[config.mk]
export PLATFORM = sky130hd
export DESIGN_NAME = bc_texture_block_decoder
export DESIGN_NICKNAME = d
export VERILOG_FILES = /design/src/bctd_pkg.sv /design/src/bctd_front.sv /design/src/bctd_fifo.sv /design/src/bctd_back.sv /design/src/bc_texture_block_decoder.sv
export SDC_FILE = /design/constraint.sdc
export NUM_CORES = 2
export LEC_CHECK = 0
export BUFFER_PORTS_ARGS = -buffer_cell sky130_fd_sc_hd__buf_2
export CAP_MARGIN = 20
export CORE_ASPECT_RATIO = 1.2
export CORE_MARGIN = 2
export CORE_UTILIZATION = 60
export DETAILED_ROUTE_END_ITERATION = 10
export PLACE_DENSITY = 0.78
export SYNTH_ARGS = -nofsm -noshare
export SYNTH_HDL_FRONTEND = slang
export SYNTH_HIERARCHICAL = 1
export SYNTH_SLANG_ARGS = --single-unit
[constraint.sdc]
create_clock -name clk_i -period 38 [get_ports clk_i]
set_input_delay 7.6 -clock clk_i [delete_from_list [all_inputs] [get_ports clk_i]]
set_output_delay 7.6 -clock clk_i [all_outputs]
set_load 0.02 [all_outputs]
[src/bctd_pkg.sv]
// ----------------------------------------------------------------------------
// bctd_pkg
// Shared types, codes and arithmetic helpers of the BC texture block decoder.
// ----------------------------------------------------------------------------
package bctd_pkg;

  // Texture format codes held in the format register
  typedef enum logic [3:0] {
    FMT_L8    = 4'd0,
    FMT_A8    = 4'd1,
    FMT_R8    = 4'd2,
    FMT_L8A8  = 4'd3,
    FMT_RG8   = 4'd4,
    FMT_RGBA8 = 4'd5,
    FMT_BGRA8 = 4'd6,
    FMT_BC1   = 4'd7,
    FMT_BC3   = 4'd8,
    FMT_BC4   = 4'd9,
    FMT_BC5   = 4'd10
  } fmt_e;

  // Divisor applied to a weighted palette sum
  typedef enum logic [2:0] {
    DIV_1,
    DIV_2,
    DIV_3,
    DIV_5,
    DIV_7
  } div_e;

  // Register index of the configuration port
  localparam logic REG_FORMAT = 1'b0;

  // Queue depth between front and back
  localparam int unsigned Q_DEPTH = 2;
  localparam int unsigned Q_PTR_W = $clog2(Q_DEPTH);
  localparam int unsigned Q_CNT_W = $clog2(Q_DEPTH + 1);

  // Weighted sums reach 7 * 255, products of the reciprocal stay below 2^23
  localparam int unsigned NUM_W  = 11;
  localparam int unsigned PROD_W = 23;
  localparam int unsigned RCP_W  = 12;

  // Reciprocals: floor(x / d) == (x * RCP) >> SHIFT over the used range
  localparam logic [RCP_W-1:0] RCP_3   = 12'd683;
  localparam int unsigned      SHIFT_3 = 11;
  localparam logic [RCP_W-1:0] RCP_5   = 12'd1639;
  localparam int unsigned      SHIFT_5 = 13;
  localparam logic [RCP_W-1:0] RCP_7   = 12'd2341;
  localparam int unsigned      SHIFT_7 = 14;

  // One queued item: classified format, expanded endpoints, index words
  typedef struct packed {
    fmt_e        fmt;
    logic        four;   // four-colour palette
    logic [23:0] c0;     // endpoint 0 as {r, g, b}
    logic [23:0] c1;     // endpoint 1 as {r, g, b}
    logic [31:0] cidx;   // 2-bit colour indices
    logic [63:0] alo;    // alpha-style block in the low half
    logic [63:0] ahi;    // alpha-style block in the high half
    logic [31:0] px;     // uncompressed texel as {a, b, g, r}
  } qent_t;

  // Queue write side
  typedef struct packed {
    logic  push;
    qent_t ent;
  } qwr_t;

  // Queue read side
  typedef struct packed {
    logic  valid;
    qent_t ent;
  } qrd_t;

  // Expand a 5-bit channel to 8 bits with rounding
  function automatic logic [7:0] expand5(input logic [4:0] x);
    logic [12:0] t;
    logic [12:0] s;
    t = 13'(x) * 13'd255 + 13'd16;
    s = (t >> 5) + t;
    return s[12:5];
  endfunction

  // Expand a 6-bit channel to 8 bits with rounding
  function automatic logic [7:0] expand6(input logic [5:0] x);
    logic [13:0] t;
    logic [13:0] s;
    t = 14'(x) * 14'd255 + 14'd32;
    s = (t >> 6) + t;
    return s[13:6];
  endfunction

  // Expand RGB565 to {r, g, b}
  function automatic logic [23:0] expand565(input logic [15:0] v);
    return {expand5(v[15:11]), expand6(v[10:5]), expand5(v[4:0])};
  endfunction

  // Divide a weighted sum by a small constant through a reciprocal
  function automatic logic [7:0] div_kind(input logic [NUM_W-1:0] num, input div_e kind);
    logic [RCP_W-1:0]  rcp;
    logic [PROD_W-1:0] prod;
    logic [7:0]        res;
    case (kind)
      DIV_3:   rcp = RCP_3;
      DIV_5:   rcp = RCP_5;
      DIV_7:   rcp = RCP_7;
      default: rcp = '0;
    endcase
    prod = PROD_W'(num) * PROD_W'(rcp);
    case (kind)
      DIV_1:   res = num[7:0];
      DIV_2:   res = num[8:1];
      DIV_3:   res = prod[SHIFT_3 +: 8];
      DIV_5:   res = prod[SHIFT_5 +: 8];
      DIV_7:   res = prod[SHIFT_7 +: 8];
      default: res = num[7:0];
    endcase
    return res;
  endfunction

endpackage

[src/bctd_front.sv]
// ----------------------------------------------------------------------------
// bctd_front
// Accepts input words, classifies them by format, expands colour endpoints
// and pushes one entry per item into the queue. Unused format codes are dropped.
// ----------------------------------------------------------------------------
module bctd_front (
  input  logic               clk_i,
  input  logic               rst_ni,
  input  logic               in_valid_i,
  output logic               in_stall_o,
  input  logic [63:0]        block_low_i,
  input  logic [63:0]        block_high_i,
  input  logic [3:0]         fmt_i,
  input  logic               full_i,
  output bctd_pkg::qwr_t     wr_o
);

  logic        fv_q;
  logic [63:0] lo_q;
  logic [63:0] hi_q;
  logic [3:0]  fmt_q;
  logic        accept;
  logic        drain;
  logic [63:0] cw;
  bctd_pkg::qent_t ent;

  // Stall while the held word cannot move on
  assign in_stall_o = fv_q && full_i;
  assign accept     = in_valid_i && !in_stall_o;
  assign drain      = fv_q && !full_i;

  // Hold the accepted word with the format in force at acceptance
  always_ff @(posedge clk_i or negedge rst_ni) begin
    if (!rst_ni) begin
      fv_q <= 1'b0;
    end else if (accept) begin
      fv_q <= 1'b1;
    end else if (drain) begin
      fv_q <= 1'b0;
    end
  end

  always_ff @(posedge clk_i) begin
    if (accept) begin
      lo_q  <= block_low_i;
      hi_q  <= block_high_i;
      fmt_q <= fmt_i;
    end
  end

  // Classify and build the queue entry
  always_comb begin
    cw          = (fmt_q == bctd_pkg::FMT_BC1) ? lo_q : hi_q;
    ent         = '0;
    ent.fmt     = bctd_pkg::fmt_e'(fmt_q);
    ent.four    = (fmt_q == bctd_pkg::FMT_BC3) || (cw[15:0] > cw[31:16]);
    ent.c0      = bctd_pkg::expand565(cw[15:0]);
    ent.c1      = bctd_pkg::expand565(cw[31:16]);
    ent.cidx    = cw[63:32];
    ent.alo     = lo_q;
    ent.ahi     = hi_q;
    case (fmt_q)
      bctd_pkg::FMT_L8:    ent.px = {8'hFF, lo_q[7:0], lo_q[7:0], lo_q[7:0]};
      bctd_pkg::FMT_A8:    ent.px = {lo_q[7:0], 24'h0};
      bctd_pkg::FMT_R8:    ent.px = {8'hFF, 16'h0, lo_q[7:0]};
      bctd_pkg::FMT_L8A8:  ent.px = {lo_q[15:8], lo_q[7:0], lo_q[7:0], lo_q[7:0]};
      bctd_pkg::FMT_RG8:   ent.px = {8'hFF, 8'h0, lo_q[15:8], lo_q[7:0]};
      bctd_pkg::FMT_RGBA8: ent.px = lo_q[31:0];
      bctd_pkg::FMT_BGRA8: ent.px = {lo_q[31:24], lo_q[7:0], lo_q[15:8], lo_q[23:16]};
      default:             ent.px = '0;
    endcase
  end

  // Push valid formats, drop the rest
  assign wr_o.push = drain && (fmt_q <= bctd_pkg::FMT_BC5);
  assign wr_o.ent  = ent;

endmodule

[src/bctd_fifo.sv]
// ----------------------------------------------------------------------------
// bctd_fifo
// Short queue between front and back; lets either side stall on its own.
// ----------------------------------------------------------------------------
module bctd_fifo (
  input  logic               clk_i,
  input  logic               rst_ni,
  input  bctd_pkg::qwr_t     wr_i,
  output logic               full_o,
  input  logic               pop_i,
  output bctd_pkg::qrd_t     head_o
);

  bctd_pkg::qent_t                  mem_q [bctd_pkg::Q_DEPTH];
  logic [bctd_pkg::Q_PTR_W-1:0]     wptr_q;
  logic [bctd_pkg::Q_PTR_W-1:0]     rptr_q;
  logic [bctd_pkg::Q_CNT_W-1:0]     cnt_q;
  logic                             do_pop;

  assign full_o       = (cnt_q == bctd_pkg::Q_CNT_W'(bctd_pkg::Q_DEPTH));
  assign head_o.valid = (cnt_q != '0);
  assign head_o.ent   = mem_q[rptr_q];
  assign do_pop       = pop_i && head_o.valid;

  // Store entries
  always_ff @(posedge clk_i) begin
    if (wr_i.push) begin
      mem_q[wptr_q] <= wr_i.ent;
    end
  end

  // Advance pointers and fill count
  always_ff @(posedge clk_i or negedge rst_ni) begin
    if (!rst_ni) begin
      wptr_q <= '0;
      rptr_q <= '0;
      cnt_q  <= '0;
    end else begin
      if (wr_i.push) begin
        wptr_q <= wptr_q + 1'b1;
      end
      if (do_pop) begin
        rptr_q <= rptr_q + 1'b1;
      end
      case ({wr_i.push, do_pop})
        2'b10:   cnt_q <= cnt_q + 1'b1;
        2'b01:   cnt_q <= cnt_q - 1'b1;
        default: cnt_q <= cnt_q;
      endcase
    end
  end

endmodule

[src/bctd_back.sv]
// ----------------------------------------------------------------------------
// bctd_back
// Walks the queue head texel by texel: selects palette weights and sums,
// then divides and registers the texel on the output.
// ----------------------------------------------------------------------------
module bctd_back (
  input  logic               clk_i,
  input  logic               rst_ni,
  input  bctd_pkg::qrd_t     head_i,
  output logic               pop_o,
  output logic               out_valid_o,
  input  logic               out_stall_i,
  output logic [7:0]         red_o,
  output logic [7:0]         green_o,
  output logic [7:0]         blue_o,
  output logic [7:0]         alpha_o,
  output logic [1:0]         texel_col_o,
  output logic [1:0]         texel_row_o,
  output logic               last_texel_o
);

  typedef struct packed {
    logic [bctd_pkg::NUM_W-1:0] num;
    bctd_pkg::div_e             kind;
  } wsum_t;

  typedef struct packed {
    wsum_t [3:0] ch;    // 0 red, 1 green, 2 blue, 3 alpha
    logic  [1:0] col;
    logic  [1:0] row;
    logic        last;
  } s1_t;

  logic        adv;
  logic [3:0]  cnt_q;
  logic        s1_valid_q;
  s1_t         s1_q;
  s1_t         s1_d;
  logic        item_last;
  logic        out_valid_q;
  logic [7:0]  red_q;
  logic [7:0]  green_q;
  logic [7:0]  blue_q;
  logic [7:0]  alpha_q;
  logic [1:0]  col_q;
  logic [1:0]  row_q;
  logic        last_q;

  // Weighted sum of one alpha-style palette entry
  function automatic wsum_t alpha_sum(input logic [7:0] a0, input logic [7:0] a1,
                                      input logic [2:0] i);
    wsum_t r;
    logic [2:0] w0;
    logic [2:0] w1;
    w0 = '0;
    w1 = i - 3'd1;
    r.num  = '0;
    r.kind = bctd_pkg::DIV_1;
    if (i == 3'd0) begin
      r.num = bctd_pkg::NUM_W'(a0);
    end else if (i == 3'd1) begin
      r.num = bctd_pkg::NUM_W'(a1);
    end else if (a0 > a1) begin
      w0     = 3'(4'd8 - {1'b0, i});
      r.num  = bctd_pkg::NUM_W'(a0) * bctd_pkg::NUM_W'(w0)
             + bctd_pkg::NUM_W'(a1) * bctd_pkg::NUM_W'(w1);
      r.kind = bctd_pkg::DIV_7;
    end else if (i == 3'd6) begin
      r.num = '0;
    end else if (i == 3'd7) begin
      r.num = bctd_pkg::NUM_W'(8'hFF);
    end else begin
      w0     = 3'd6 - i;
      r.num  = bctd_pkg::NUM_W'(a0) * bctd_pkg::NUM_W'(w0)
             + bctd_pkg::NUM_W'(a1) * bctd_pkg::NUM_W'(w1);
      r.kind = bctd_pkg::DIV_5;
    end
    return r;
  endfunction

  // Whole pipeline moves when the output register is free or being taken
  assign adv       = !out_valid_q || !out_stall_i;
  assign item_last = (head_i.ent.fmt < bctd_pkg::FMT_BC1) || (cnt_q == 4'd15);
  assign pop_o     = adv && head_i.valid && item_last;

  // Select palette entry sums for the current texel
  always_comb begin
    bctd_pkg::qent_t h;
    logic [1:0]      ci;
    logic [5:0]      aoff;
    logic [2:0]      ilo;
    logic [2:0]      ihi;
    wsum_t           slo;
    wsum_t           shi;
    logic [7:0]      e0;
    logic [7:0]      e1;
    h    = head_i.ent;
    ci   = h.cidx[{cnt_q, 1'b0} +: 2];
    aoff = 6'(cnt_q) * 6'd3;
    ilo  = h.alo[6'd16 + aoff +: 3];
    ihi  = h.ahi[6'd16 + aoff +: 3];
    slo  = alpha_sum(h.alo[7:0], h.alo[15:8], ilo);
    shi  = alpha_sum(h.ahi[7:0], h.ahi[15:8], ihi);
    s1_d      = '0;
    s1_d.col  = cnt_q[1:0];
    s1_d.row  = cnt_q[3:2];
    s1_d.last = item_last;
    for (int c = 0; c < 4; c++) begin
      s1_d.ch[c].kind = bctd_pkg::DIV_1;
    end
    s1_d.ch[3].num = bctd_pkg::NUM_W'(8'hFF);
    case (h.fmt)
      bctd_pkg::FMT_BC1, bctd_pkg::FMT_BC3: begin
        for (int c = 0; c < 3; c++) begin
          e0 = h.c0[8 * (2 - c) +: 8];
          e1 = h.c1[8 * (2 - c) +: 8];
          case (ci)
            2'd0: s1_d.ch[c].num = bctd_pkg::NUM_W'(e0);
            2'd1: s1_d.ch[c].num = bctd_pkg::NUM_W'(e1);
            2'd2: begin
              if (h.four) begin
                s1_d.ch[c].num  = bctd_pkg::NUM_W'({e0, 1'b0}) + bctd_pkg::NUM_W'(e1);
                s1_d.ch[c].kind = bctd_pkg::DIV_3;
              end else begin
                s1_d.ch[c].num  = bctd_pkg::NUM_W'(e0) + bctd_pkg::NUM_W'(e1);
                s1_d.ch[c].kind = bctd_pkg::DIV_2;
              end
            end
            default: begin
              if (h.four) begin
                s1_d.ch[c].num  = bctd_pkg::NUM_W'(e0) + bctd_pkg::NUM_W'({e1, 1'b0});
                s1_d.ch[c].kind = bctd_pkg::DIV_3;
              end else begin
                s1_d.ch[c].num = '0;
              end
            end
          endcase
        end
        if (h.fmt == bctd_pkg::FMT_BC3) begin
          s1_d.ch[3] = slo;
        end else if (ci == 2'd3 && !h.four) begin
          s1_d.ch[3].num = '0;
        end
      end
      bctd_pkg::FMT_BC4: begin
        s1_d.ch[0] = slo;
        s1_d.ch[1] = slo;
        s1_d.ch[2] = slo;
      end
      bctd_pkg::FMT_BC5: begin
        s1_d.ch[0] = slo;
        s1_d.ch[1] = shi;
        s1_d.ch[2].num = '0;
      end
      default: begin
        s1_d.col = '0;
        s1_d.row = '0;
        for (int c = 0; c < 4; c++) begin
          s1_d.ch[c].num = bctd_pkg::NUM_W'(h.px[8 * c +: 8]);
        end
      end
    endcase
  end

  // Step the texel counter, restart on the last texel of an item
  always_ff @(posedge clk_i or negedge rst_ni) begin
    if (!rst_ni) begin
      cnt_q       <= '0;
      s1_valid_q  <= 1'b0;
      out_valid_q <= 1'b0;
    end else if (adv) begin
      s1_valid_q  <= head_i.valid;
      out_valid_q <= s1_valid_q;
      if (head_i.valid) begin
        cnt_q <= item_last ? 4'd0 : cnt_q + 4'd1;
      end
    end
  end

  // Divide and register the output word
  always_ff @(posedge clk_i) begin
    if (adv) begin
      s1_q    <= s1_d;
      red_q   <= bctd_pkg::div_kind(s1_q.ch[0].num, s1_q.ch[0].kind);
      green_q <= bctd_pkg::div_kind(s1_q.ch[1].num, s1_q.ch[1].kind);
      blue_q  <= bctd_pkg::div_kind(s1_q.ch[2].num, s1_q.ch[2].kind);
      alpha_q <= bctd_pkg::div_kind(s1_q.ch[3].num, s1_q.ch[3].kind);
      col_q   <= s1_q.col;
      row_q   <= s1_q.row;
      last_q  <= s1_q.last;
    end
  end

  assign out_valid_o  = out_valid_q;
  assign red_o        = red_q;
  assign green_o      = green_q;
  assign blue_o       = blue_q;
  assign alpha_o      = alpha_q;
  assign texel_col_o  = col_q;
  assign texel_row_o  = row_q;
  assign last_texel_o = last_q;

endmodule

[src/bc_texture_block_decoder.sv]
// An accepted word passes the front register, the queue, the sum stage and the output.
// Compressed blocks (BC1/BC3/BC4/BC5) give 16 texels each, one texel per
//   cycle while the output is not stalled, stepped by the back end's texel
//   counter; uncompressed formats give one texel per word.
// Reset: clears all valid flags, the queue and the format register (L8).
// ----------------------------------------------------------------------------
// bc_texture_block_decoder
// Decodes BC1/BC3/BC4/BC5 blocks and uncompressed texels to RGBA8 words.
// ----------------------------------------------------------------------------
module bc_texture_block_decoder (
  input  logic        clk_i,
  input  logic        rst_ni,
  // configuration port
  input  logic        psel,
  input  logic        penable,
  input  logic        pwrite,
  input  logic [2:0]  paddr,
  input  logic [31:0] pwdata,
  output logic [31:0] prdata,
  output logic        pready,
  // input channel
  input  logic        in_valid_i,
  output logic        in_stall_o,
  input  logic [63:0] block_low_i,
  input  logic [63:0] block_high_i,
  // output channel
  output logic        out_valid_o,
  input  logic        out_stall_i,
  output logic [7:0]  red_o,
  output logic [7:0]  green_o,
  output logic [7:0]  blue_o,
  output logic [7:0]  alpha_o,
  output logic [1:0]  texel_col_o,
  output logic [1:0]  texel_row_o,
  output logic        last_texel_o
);

  logic [3:0]      fmt_q;
  logic            full;
  logic            pop;
  bctd_pkg::qwr_t  qwr;
  bctd_pkg::qrd_t  qrd;

  // Format register write and readback
  assign pready = 1'b1;

  always_ff @(posedge clk_i or negedge rst_ni) begin
    if (!rst_ni) begin
      fmt_q <= bctd_pkg::FMT_L8;
    end else if (psel && penable && pwrite && pready && paddr[2] == bctd_pkg::REG_FORMAT) begin
      fmt_q <= pwdata[3:0];
    end
  end

  assign prdata = (paddr[2] == bctd_pkg::REG_FORMAT) ? {28'h0, fmt_q} : 32'h0;

  bctd_front u_front (
    .clk_i        (clk_i),
    .rst_ni       (rst_ni),
    .in_valid_i   (in_valid_i),
    .in_stall_o   (in_stall_o),
    .block_low_i  (block_low_i),
    .block_high_i (block_high_i),
    .fmt_i        (fmt_q),
    .full_i       (full),
    .wr_o         (qwr)
  );

  bctd_fifo u_fifo (
    .clk_i  (clk_i),
    .rst_ni (rst_ni),
    .wr_i   (qwr),
    .full_o (full),
    .pop_i  (pop),
    .head_o (qrd)
  );

  bctd_back u_back (
    .clk_i        (clk_i),
    .rst_ni       (rst_ni),
    .head_i       (qrd),
    .pop_o        (pop),
    .out_valid_o  (out_valid_o),
    .out_stall_i  (out_stall_i),
    .red_o        (red_o),
    .green_o      (green_o),
    .blue_o       (blue_o),
    .alpha_o      (alpha_o),
    .texel_col_o  (texel_col_o),
    .texel_row_o  (texel_row_o),
    .last_texel_o (last_texel_o)
  );

endmodule

==> flow_summary.ini <==
[hold_path]
hold_depth = 0
min_path_type = register to register
min-delay-start = u_back/s1_q[4]
min_to = u_back/texel_col_o[1]

[critical_path]
rrSetupSlack_ps = 27120
path_buf_inv = 2
slowest_stage = and2b_2
critPathTopFamily = buffers and inverters
cp-end-kind = output pin
crit_path_frequent_cell = buf_2
cpPeakStageDelay_ps = 210
worstSetupPathType = input pin to output pin
regToRegStartpoint = u_back/cnt_q[1]
crit_required_ps = 30400
worstPathMaxFanout = 5
worstPathArrival_ps = 8080
r2r_end = u_back/s1_q[16]
critical_path.startpoint_type = input pin
path_cells = buf_2, and2b_2, buf_2
rr_worst_depth = 26

[synth]
synth_commonest_cells = inv_1 (742), edfxtp_1 (719), ha_1 (658)
syn-instance-count = 5586
synth_edf_count = 719
synth_cell_types = 97
async_flop_share_pct = 2.04
post-synth-top-count-cell = inv_1
yosysTopAreaCell = edfxtp_1
yosys_warnings = 6
yosysSeqAreaShare_pct = 34.7
synthFlopType = edfxtp_1
synth_seq_cells = 734
synth_top_area_share_pct = 34.1
synth_area_leaders = edfxtp_1 (34%), fa_1 (14%), ha_1 (13%)
syn_area_mm2 = 0.0634
avgSynthCellArea_um2 = 11.3

[routing]
routedWlPerCell_um = 21.8
dr.pass1.iters = 6
first_iter_violations = 3953
drc = 0
wirelength_mm = 156
num_vias = 43225
via_per_inst = 6.04
ant_nets = 0

[cts]
cts_tree = built
cts_buffers = 75
clock_latency_ps = 710
clkTransAtPathRegs_ps = 70
clock_path_buffers = 3
clkSinkCount = 734
cts_setup_buffers = 0
cts_resized = 0
clock-root-buffer = clkbuf_16
hold_buffers = 0
htree_levels = 3

[grt]
grt_pass1_vias = 44143
grt_max_degree = 83
antenna_found_initial = 3
grt_pass1_wl_mm = 245
grt_use_total_pct = 29.2
top_usage_layer = met2
grt_util_met2_pct = 48.8
grt.overflow.total = 0
met3_usage_pct = 4.16
grtUsageMet1_pct = 37.0

[place]
gp_congestion = 0.950
place_hpwl_mm = 122
pre_cts_ws_ps = 22320
port_buffers = 182

[floorplanning]
num_rows = 130
dieArea_mm2 = 0.108
start_util_pct = 60.5
die_h_um = 360
die_x_um = 301
coreArea_mm2 = 0.105
ios = 242

[timing]
fmax_mhz = 63.8
hold_viol_final = 0
fin_ws_ps = 22320
rsz0062_at_grt = no
maxSlewHeadroom_pct = 16.4
final.min_clock_period_ps = 15680
slew_violations = 0
setup_tns_ps = 0
max_slew.worst_pin.slew_ps = 1250
fin_crit_sh_pct = 41.3
skew_ps = 66.7
holdWs_ps = 417
finalSetupViolations = 0

[cells_and_area]
drive_gt1_share_pct = 14.2
utilization_pct = 64.8
n_antenna_cell = 0
fin_nets = 6994
syn_to_final_growth_pct = 7.14
n_fill_cell = 7897

[status]
status = complete, no violations

[job]
cap_violations = 0
## state kept, by name, indices dropped and copies added, names as in the netlist, 2 cells and up
| name | cells |
|---|---|
| u_back/cnt_q | 4 |
| u_back/blue_o | 8 |
| u_front/fmt_q | 4 |
| u_fifo/cnt_q | 2 |
| fmt_q | 4 |
| u_fifo/mem_q | 490 |
| u_back/texel_row_o | 2 |
| u_front/hi_q | 64 |
| u_back/green_o | 8 |
| u_back/texel_col_o | 2 |
| u_back/s1_q | 60 |
| u_front/lo_q | 64 |
| u_back/alpha_o | 8 |
| u_back/red_o | 8 |
## per-stage QoR
step	area [µm²]	instances
final	67900	7160
after floorplan	63500	5616
after global placement	65300	7021
after detailed placement	65300	7022
after global routing	67900	7160
after CTS	67800	7158
## cell usage in the layout, fill, tap and decap left out, types with 33 or more instances in the layout
cell type and count:
a211oi_1 54, a21o_1 75, a21oi_1 238, and2_1 51, and3_1 42, buf_2 183, buf_4 43, clkbuf_16 75
conb_1 33, edfxtp_1 719, fa_1 451, ha_1 656, inv_1 742, mux2_2 314, mux2i_1 94, mux4_2 96
nand2_1 394, nand2b_1 70, nand3_1 46, nor2_1 292, nor2b_1 61, nor3_1 42, o21ai_0 181, o21bai_1 35
xnor2_1 160, xor2_1 93
## kinds of logic (layout without fill, tap and decap cells)
group | count (synthesis) | in the layout | synth area share, %
other | 3 | 33 | 0.0178
adders and majority gates | 1115 | 1115 | 27.3
AOI/OAI and AO/OA | 906 | 906 | 9.29
DFF | 734 | 734 | 34.7
muxes | 508 | 508 | 10.6
xor gates and xnor gates | 254 | 254 | 3.53
buffers and inverters | 954 | 1112 | 6.30
and+or+nand+nor | 1112 | 1112 | 8.27
## metal layers
layer | up-vias | wire length, µm
met2 | 1743 | 76200
met3 | 392 | 10600
met1 | 21227 | 60500
li1 | 19861 | -
met5 | - | 37
met4 | 2 | 8920
## worst max path at each step
stage	startpoint	slack [ps]	endpoint	depth (start not counted)
after floorplan	paddr[2]	22550	prdata[0]	1
after global placement	paddr[2]	22330	prdata[2]	3
final	paddr[2]	22320	prdata[2]	3
after detailed placement	paddr[2]	22320	prdata[2]	3
after global routing	paddr[2]	22310	prdata[3]	3
after CTS	paddr[2]	22320	prdata[2]	3
## area by class of cell
cell class	count	area (µm²)	area share, %
Inverter	748	2810	4.14
Tap cell	1386	1730	2.55
Clock inverter	49	578	0.851
Sequential cell	734	22000	32.4
Clock buffer	87	1920	2.83
Timing Repair Buffer	228	1290	1.91
Multi-Input combinational cell	3928	37600	55.4
Power is not shown: default switching activity piles up to over one toggle a cycle in this logic, so the estimate is an artifact.
